## src/dsi2c_pkg.sv

```systemverilog
// Shared types, constants and widths for the display I2C write sequencer.
`timescale 1ns / 1ps
`default_nettype none
package dsi2c_pkg;

	localparam int unsigned OP_W       = 2;
	localparam int unsigned BYTE_W     = 8;
	localparam int unsigned TICK_W     = 5;
	localparam int unsigned IDX_W      = 2;
	localparam int unsigned S_TDATA_W  = 16;
	localparam int unsigned M_TDATA_W  = 8;

	localparam logic [OP_W-1:0] OP_TICK  = 2'd0;
	localparam logic [OP_W-1:0] OP_CMD   = 2'd1;
	localparam logic [OP_W-1:0] OP_DATA  = 2'd2;
	localparam logic [OP_W-1:0] OP_PROBE = 2'd3;

	localparam logic [BYTE_W-1:0] CTRL_CMD   = 8'h00;
	localparam logic [BYTE_W-1:0] CTRL_DATA  = 8'h40;
	localparam logic [BYTE_W-1:0] ADDR_RESET = 8'd120;

	localparam logic [TICK_W-1:0] ACK_HIGH_TICK = 5'd16;
	localparam logic [TICK_W-1:0] ACK_LOW_TICK  = 5'd17;

	localparam logic [IDX_W-1:0] IDX_ADDR    = 2'd0;
	localparam logic [IDX_W-1:0] IDX_CTRL    = 2'd1;
	localparam logic [IDX_W-1:0] IDX_PAYLOAD = 2'd2;

	localparam int unsigned OUT_SCL  = 0;
	localparam int unsigned OUT_SDA  = 1;
	localparam int unsigned OUT_BUSY = 2;
	localparam int unsigned OUT_DONE = 3;
	localparam int unsigned OUT_ACK  = 4;

	typedef enum logic [1:0] {
		PH_IDLE  = 2'd0,
		PH_START = 2'd1,
		PH_BYTE  = 2'd2,
		PH_STOP  = 2'd3
	} phase_t;

	typedef struct packed {
		phase_t            phase;
		logic [IDX_W-1:0]  byte_index;
		logic [TICK_W-1:0] bit_tick;
		logic [BYTE_W-1:0] shift_byte;
		logic [BYTE_W-1:0] held_payload;
		logic [OP_W-1:0]   held_operation;
		logic              address_acked;
	} seq_state_t;

	typedef struct packed {
		logic ack_ok;
		logic done_res;
		logic busy_res;
		logic sda_level;
		logic scl_level;
	} tick_res_t;

	localparam seq_state_t STATE_RESET = '{
		phase:          PH_IDLE,
		byte_index:     '0,
		bit_tick:       '0,
		shift_byte:     '0,
		held_payload:   '0,
		held_operation: OP_TICK,
		address_acked:  1'b0
	};

endpackage
`default_nettype wire

```

## src/dsi2c_step.sv

```systemverilog
// Next-state and line-level logic for one bus tick of the sequencer.
`timescale 1ns / 1ps
`default_nettype none
module dsi2c_step
	import dsi2c_pkg::*;
(
	input  seq_state_t        cur,
	input  logic [OP_W-1:0]   operation,
	input  logic [BYTE_W-1:0] payload,
	input  logic              sda_in,
	input  logic [BYTE_W-1:0] device_address,
	output seq_state_t        nxt,
	output tick_res_t         res
);

	always_comb begin
		nxt = cur;
		res = '{scl_level: 1'b1, sda_level: 1'b1, busy_res: 1'b0,
			done_res: 1'b0, ack_ok: 1'b0};

		if (cur.phase == PH_IDLE && operation != OP_TICK) begin
			nxt.held_operation = operation;
			nxt.held_payload   = payload;
			nxt.shift_byte     = device_address;
			nxt.address_acked  = 1'b0;
			nxt.byte_index     = IDX_ADDR;
			nxt.bit_tick       = '0;
			nxt.phase          = PH_START;
		end

		unique case (nxt.phase)
			PH_IDLE: begin
			end
			PH_START: begin
				res.busy_res = 1'b1;
				if (nxt.bit_tick == '0) begin
					nxt.bit_tick = 5'd1;
				end else begin
					res.sda_level  = 1'b0;
					nxt.phase      = PH_BYTE;
					nxt.byte_index = IDX_ADDR;
					nxt.bit_tick   = '0;
				end
			end
			PH_BYTE: begin
				res.busy_res = 1'b1;
				if (nxt.bit_tick < ACK_HIGH_TICK) begin
					res.sda_level = nxt.shift_byte[BYTE_W-1];
					res.scl_level = ~nxt.bit_tick[0];
					if (nxt.bit_tick[0]) begin
						nxt.shift_byte = {nxt.shift_byte[BYTE_W-2:0], 1'b0};
					end
					nxt.bit_tick = nxt.bit_tick + 5'd1;
				end else if (nxt.bit_tick == ACK_HIGH_TICK) begin
					if (nxt.byte_index == IDX_ADDR) begin
						nxt.address_acked = ~sda_in;
					end
					nxt.bit_tick = ACK_LOW_TICK;
				end else begin
					res.scl_level = 1'b0;
					nxt.bit_tick  = '0;
					if (nxt.held_operation == OP_PROBE || nxt.byte_index >= IDX_PAYLOAD) begin
						nxt.phase      = PH_STOP;
						nxt.byte_index = IDX_ADDR;
					end else if (nxt.byte_index == IDX_ADDR) begin
						nxt.byte_index = IDX_CTRL;
						nxt.shift_byte = (nxt.held_operation == OP_DATA) ? CTRL_DATA : CTRL_CMD;
					end else begin
						nxt.byte_index = IDX_PAYLOAD;
						nxt.shift_byte = nxt.held_payload;
					end
				end
			end
			PH_STOP: begin
				res.busy_res = 1'b1;
				if (nxt.bit_tick == '0) begin
					res.sda_level = 1'b0;
					nxt.bit_tick  = 5'd1;
				end else begin
					res.done_res = 1'b1;
					res.ack_ok   = nxt.address_acked;
					nxt.phase    = PH_IDLE;
					nxt.bit_tick = '0;
				end
			end
			default: begin
				nxt.phase = PH_IDLE;
			end
		endcase
	end

endmodule
`default_nettype wire

```

## src/display_i2c_write_sequencer.sv

```systemverilog
// Top level of the display I2C write sequencer: stream ports, state and result register.
// A result item is valid in the cycle after its tick item is accepted.
// One tick item per cycle unless m_tready stalls; result register frees when it is taken.
// The tick logic is a single pass over the held sequencer state, no iteration.
// Reset: sequencer idle, device address 120, result register empty.
`timescale 1ns / 1ps
`default_nettype none
module display_i2c_write_sequencer
	import dsi2c_pkg::*;
(
	input  wire logic                 clk,
	input  wire logic                 arst_n,
	input  wire logic                 cfg_wen,
	input  wire logic [BYTE_W-1:0]    cfg_wdata,
	input  wire logic                 s_tvalid,
	output      logic                 s_tready,
	input  wire logic [S_TDATA_W-1:0] s_tdata,  // [7:0] payload, [8] sda_in, [15:9] zero
	input  wire logic [OP_W-1:0]      s_tuser,  // [1:0] operation
	output      logic                 m_tvalid,
	input  wire logic                 m_tready,
	output      logic [M_TDATA_W-1:0] m_tdata   // [0] scl_level, [1] sda_level, [2] busy_res,
	                                            // [3] done_res, [4] ack_ok, [7:5] zero
);

	logic [BYTE_W-1:0]    addr_q;
	seq_state_t           state_q;
	seq_state_t           state_nxt;
	tick_res_t            res_nxt;
	tick_res_t            res_q;
	logic                 m_valid_q;
	logic                 accept;

	assign s_tready = ~m_valid_q | m_tready;
	assign accept   = s_tvalid & s_tready;
	assign m_tvalid = m_valid_q;
	assign m_tdata  = {{(M_TDATA_W - $bits(tick_res_t)){1'b0}}, res_q};

	dsi2c_step u_step (
		.cur            (state_q),
		.operation      (s_tuser),
		.payload        (s_tdata[BYTE_W-1:0]),
		.sda_in         (s_tdata[BYTE_W]),
		.device_address (addr_q),
		.nxt            (state_nxt),
		.res            (res_nxt)
	);

	always_ff @(posedge clk or negedge arst_n) begin
		if (!arst_n) begin
			addr_q <= ADDR_RESET;
		end else if (cfg_wen) begin
			addr_q <= cfg_wdata;
		end
	end

	always_ff @(posedge clk or negedge arst_n) begin
		if (!arst_n) begin
			state_q   <= STATE_RESET;
			m_valid_q <= 1'b0;
		end else if (accept) begin
			state_q   <= state_nxt;
			m_valid_q <= 1'b1;
		end else if (m_tready) begin
			m_valid_q <= 1'b0;
		end
	end

	always_ff @(posedge clk) begin
		if (accept) begin
			res_q <= res_nxt;
		end
	end

endmodule
`default_nettype wire

```

## config.mk

```make
export PLATFORM = sky130hd
export DESIGN_NAME = display_i2c_write_sequencer
export DESIGN_NICKNAME = d
export VERILOG_FILES = /design/src/dsi2c_pkg.sv /design/src/dsi2c_step.sv /design/src/display_i2c_write_sequencer.sv
export SDC_FILE = /design/constraint.sdc
export NUM_CORES = 1
export LEC_CHECK = 0
export BUFFER_PORTS_ARGS = -buffer_cell sky130_fd_sc_hd__buf_2
export CAP_MARGIN = 10
export CORE_AREA = 2 2 68 70
export CTS_CLUSTER_DIAMETER = 50
export CTS_CLUSTER_SIZE = 20
export DETAILED_ROUTE_END_ITERATION = 8
export DIE_AREA = 0 0 70 72
export MAX_ROUTING_LAYER = met4
export PLACE_DENSITY_LB_ADDON = 0.25
export SKIP_LAST_GASP = 1
export SLEW_MARGIN = 20
export SYNTH_ARGS = -nofsm -noshare
export SYNTH_HDL_FRONTEND = slang
export SYNTH_SLANG_ARGS = --single-unit
export TNS_END_PERCENT = 1
```

## constraint.sdc

```tcl
create_clock -name clk -period 3.7 [get_ports clk]
set_input_delay 0.74 -clock clk [delete_from_list [all_inputs] [get_ports clk]]
set_output_delay 0.74 -clock clk [all_outputs]
set_load 0.03 [all_outputs]
```

* Word level (Yosys, flattened, before mapping)
Index checks and enable logic that the tools add are counted.
** Storage, ports and cells
- Register bits after elaboration :: 42
- Latch bits :: 0
- Memory bits (writable) :: 0
- Memory bits (read-only) :: 0
- Bits of input ports :: 31
- Output and inout port bits :: 10
- Logic and storage cells :: 71
- Memories :: 0
** Cells by class
- Add/subtract/negate cells :: 1
- Multiply operators :: 0
- Div/mod/pow operators :: 0
- $lt $le $gt $ge :: 2
- Equality and inequality tests :: 6
- Shift-type cells :: 0
- Multiplexer cells :: 33
- Bitwise gates (word level) :: 6
- Reduce and logical (&&, ||, !) cells :: 9
** Operators with widths (count)
- $mux W8 :: 5
- $mux W28 :: 1
- $mux W1 :: 13
- $mux W13 :: 1
- $mux W4 :: 3
- $pmux W2 S3 :: 2
- $pmux W5 S2 :: 1
- $eq A2 B2 Y1 const B :: 4
- $mux W2 :: 4
- $mux W7 :: 1
- $add A5 B1 Y5 const B :: 1
- $eq A5 B5 Y1 const B :: 1
- $logic_not A5 Y1 :: 1
- $lt A5 B5 Y1 const B :: 1
- $mux W5 :: 1
- $logic_not A2 Y1 :: 2
- $not A1 Y1 :: 4
- $pmux W2 S2 :: 1
- $reduce_bool A2 Y1 :: 2
- $reduce_or A2 Y1 :: 2
- $eq A2 B1 Y1 const B :: 1
- $ge A2 B2 Y1 const B :: 1
- $and A1 B1 Y1 :: 1
- $logic_and A1 B1 Y1 :: 1
- 2 further kinds :: 2

* Logic depth before layout (Yosys ltp)
- Depth after elaboration :: 10
- Gate-level depth with buffers :: 10
- Depth with buffers taken out :: 9

* Cells and area by module
Synthesis repeated with hierarchy kept, for this count alone.
** Unflattened totals
- Cell total of the unflattened synthesis :: 224
- Area, all modules :: 2518.7 um^2
** By module, submodules not included
- display_i2c_write_sequencer :: times used 1, cells an instance 90, area each 1612.8 um^2, sequential area each 1081.0 um^2
- dsi2c_step :: times used 1, cells an instance 134, area each 905.9 um^2, sequential area each 0.0 um^2

* Worst setup path before layout
No wires, ideal clock.
- Path kind :: in2reg
- Start :: input port s_tuser[0]
- End :: register state_q[11] in the netlist's numbering
- Setup time :: 0.141 ns
- Data arrival time :: 2.419 ns
- Required time :: 3.559 ns
- Path slack :: 1.140 ns
- Cell stages on the path :: 10
- Path buffers :: 2
- Cells stage by stage :: or2_0 -> buf_2 -> nand2_2 -> nand2_1 -> ha_1 -> or3b_1 -> buf_6 -> nand3_1 -> a221oi_2 -> o221ai_1
** Between the ends
- Word-level cells in the longest chain between the ends :: 9
- Elaborated cells on any way between the ends :: 16
- Classes of those cells :: order compare: 2; eq/ne: 3; mux: 7; reduce/logical: 4
** RTL lines
- start, declared :: line display_i2c_write_sequencer.sv:18 : input wire logic [OP_W-1:0] s_tuser,
- $reduce_bool A2 Y1 :: line dsi2c_step.sv:21 : if (cur.phase == PH_IDLE && operation != OP_TICK) begin
- $logic_and A1 B1 Y1 :: line dsi2c_step.sv:21
- $mux W28 * :: line dsi2c_step.sv:21
- $ge A2 B2 Y1, or another cell as far along :: line dsi2c_step.sv:62 : if (nxt.held_operation == OP_PROBE || nxt.byte_index >= IDX_PAYLOAD) begin
- $logic_or A1 B1 Y1 or $mux W8 (tied branches) :: line dsi2c_step.sv:62, dsi2c_step.sv:65
- $mux W8 :: line dsi2c_step.sv:62
- $mux W8 :: line dsi2c_step.sv:54 : end else if (nxt.bit_tick == ACK_HIGH_TICK) begin
- $mux W13 :: line dsi2c_step.sv:47 : if (nxt.bit_tick < ACK_HIGH_TICK) begin
- $mux W8 * :: line dsi2c_step.sv:31 : unique case (nxt.phase)
- end signal, assigned :: line display_i2c_write_sequencer.sv:61 : state_q <= state_nxt;
- end, declared :: line display_i2c_write_sequencer.sv:26 : seq_state_t state_q;
Mark *: on every way between the ends. The rest lies on a longest branch, timed or not.
A chain may end at the register's enable or synchronous reset.

* Worst setup path in the final report
Same ends and word-level chain as after synthesis.

==> metrics.md <==
| Metric | Value |
|---|---|
| Largest area contributor in the netlist | dfrtp_1 |
| Vias | 1,668 |
| Worst VDD drop | 0.288 mV |
| Post-synth top area share | 36.1% |
| # rows | 24 |
| Fin crit share | 73.0% |
| Critical path type | in -> reg |
| Core Area | between 4000 and 5000 um2 |
| Synth Area in Adders | 1.10% |
| TNS Setup | 0 ns |
| Full die area | 5040 um2 |
| Critical Path End Type | flip-flop |
| Setup Buffers After CTS | 0 |
| Multiplexer area fraction after synthesis | 10.6% |
| Max-slew violations | 0 |
| Hold Crit Start | state_q[10]$_DFFE_PN0P_ |
| Vias per cell | 5.85 |
| Hold path cells | 1 |
| Pre-Repair DR Iteration Count | 4 |
| Chip width | 70 um |
| Synth Area in XOR/XNOR | 0.383% |
| M1 WL | between 2000 and 2500 um |
| Final worst path period need | 2.70 ns |
| First-pass GRT wire length | 7800 um |
| CP startpoint kind | input port |
| TritonCTS clock tree | done |
| Largest family of logic cells by synthesized area | compound AO/OA/AOI/OAI gates |
| Relative slew slack | 46.0% |
| Worst Hold End | state_q[10]$_DFFE_PN0P_ |
| Hold buffers post-CTS | 0 |
| Syn. warnings | 0 |
| Synth Area in Compound Gates | 17.1% |
| Total grt overflow | 0 |
| Hold_ws | 0.492 ns |
| Worst Reg-to-Reg Cells | 8 |
| Largest net degree at the start of global routing | 38 |
| FF-to-FF Start | state_q[26]$_DFFE_PN0P_ |
| R2r setup slk | 1.14 ns |
| Final Hold Violating Endpoints | 0 |
| Post-Syn Instances | roughly 200 |
| Post-Layout Inst Area | between 2000 and 3000 um2 |
| Endpoints failing setup | 0 |
| Number of buffers inserted by port buffering | 30 |
| Routed wl met3 | around 180 um |
| Post-route antenna net violation count | 0 |
| Post-synthesis register bit count | 42 |
| # DRC | 0 |
| Max-Cap Viols | 0 |
| LEAKAGE | 1.09 nW |
| Clock sink count | 42 |
| H-tree lvl count | 2 |
| Initial antenna violation count | 0 |
| P&R area growth vs syn | 10.1% |
| Post-DP HPWL | 3180 um |
| Max Used Layer | met4 |
| Status | finished clean |
| GRT Resource Usage Total | 20.1% |
| Die H | 72 um |
| Commonest non-fill, non-tap cell in the layout | dfrtp_1 |
| HP Class | reg -> reg |
| Routed wire length | about 4600 um |
| Ratio of cells with drive above 1 in the final layout | 33.9% |
| Most frequent cells in the layout | 33 x dfrtp_1, 30 x buf_2, 18 x inv_1 |
| Latest clock arrival within the worst-skew pair | 0.30 ns |
| Achievable Freq | ~0.37 GHz |
| Unrepaired setup endpoints after global routing | false |
| Area of placed instances | 2410 um2 |
| DR WL/cell | 16.0 um |
| Clk slew on worst S/H paths | 0.07 ns |
| Vias in the first global route | 1,655 |
| Non-filler instance count after layout | 285 |
| Pwr dens | 714 nW/um2 |
| Initial Util | 53.6% |
| Root buffer cell | clkbuf_8 |
| Final GP Congestion | 0.864 |
| # IOs | 41 |
| Clock skew | 0.00510 ns |
| Register area share after synthesis | between 40 and 50% |
| Avg Cell Area, Syn | 11.2 um2 |
| Critical Path RT | 3.86 ns |
| Total power | between 1.5 and 2 mW |
| Tightest Pin Transition | approximately 0.81 ns |
| CTS Buffer Depth | 2 |
| CTS buffer count | 5 |
| # diodes | 0 |
| Simple-gate area share of the yosys netlist | 15.0% |
| Final net count | 265 |
| Met2 Routed Length | 2150 um |
| Mapped cell area | 2280 um2 |
| CP arrival | 2.86 ns |
| Ranking of synthesized cells by area | dfrtp_1 36%, mux2_2 7.9%, edfxtp_1 6.6% |
| DR iter-0 viols | 112 |
| Cell variety after synth | 60 |
| Cells resized by post-CTS repair | 0 |
| Worst reg2reg path endpoint | state_q[11]$_DFFE_PN0P_ |
| Worst Path Max Fanout | 8 |
| Cells after DPL | 277 |
kinds of logic (layout without fill, tap and decap cells):
family	count (synthesis)	count (layout)
flops	42	42
other cells	1	3
buf+inv	33	60
simple gates	54	54
compound gates	49	49
mux	22	22
fa+ha+maj	2	2
xor+xnor	1	1
cell usage after synthesis (all sizes together):
master and count:
dfrtp 33, inv 20, mux2 18, nand2 17, buf 10, o221ai 9, a21oi 8, nand3 8
nor2 6, o21ai 6, a32o 5, edfxtp 5, a31oi 4, dfstp 4, mux2i 4, a221oi 3
and3 3, clkbuf 3, or4 3, a21bo 2, a22o 2, and2b 2, ha 2, nor2b 2
nor3b 2, nor4b 2, o21a 2, o32ai 2, or2 2, a211o 1, a211oi 1, a22oi 1
a32oi 1, and4 1, and4bb 1, conb 1, nand2b 1, nand4 1, nor4 1, o211ai 1
o41ai 1, or3 1, or3b 1, xnor2 1
worst max-delay path by stage:
stage / start / to / cells past startpoint
after floorplan: s_tuser[0] / state_q[11]$_DFFE_PN0P_ / 10
after detailed placement: s_tuser[0] / state_q[11]$_DFFE_PN0P_ / 9
after global placement: s_tuser[0] / state_q[15]$_DFFE_PN0P_ / 9
after CTS: s_tuser[0] / state_q[11]$_DFFE_PN0P_ / 9
after global routing: s_tuser[0] / state_q[11]$_DFFE_PN0P_ / 9
final: s_tuser[0] / state_q[11]$_DFFE_PN0P_ / 9
routing by layer:
layer  GRT usage, %  up-vias
met5              -        -
met4           9.62        0
met3           3.33       12
met2           31.9       51
met1           25.5      803
li1               -      802
critical path, cell delays in order:
cell and delay, ns:
buf_2 0.12, or2_0 0.25, nand2_2 0.18, nand2_1 0.10, ha_1 0.28, or3b_1 0.33, nand3_1 0.15, a221oi_2 0.52
o221ai_1 0.18
layout make-up:
cell class                 count  area, um2
tap                           52       65.1
fill                         374       1750
multi-input combinational    131       1020
timing repair buffer          32        165
clock buffer                   8        110
sequential                    42       1080
inverter                      20       75.1
report_power, final:
part	switching [mW]	total, mW	internal [mW]
combinational	0.405	0.724	0.319
sequential	0.108	0.727	0.619
clock	0.158	0.346	0.188
flip-flops by register name (all words and copies together) (netlist names):
name	count
state_q	28
m_tvalid	1
addr_q	8
m_tdata	5
stage by stage:
| step | worst slack, ns | utilization, % |
|---|---|---|
| 4_1_cts | 1.02 | 59.0 |
| 2_1_floorplan | 1.14 | - |
| 5_1_grt | 0.768 | 59.0 |
| 6_report | 1.00 | 59.0 |
| 3_3_place_gp | 0.740 | 56.4 |
| 3_5_place_dp | 0.711 | 56.4 |
No activity file was read; power rests on OpenSTA's default activity.
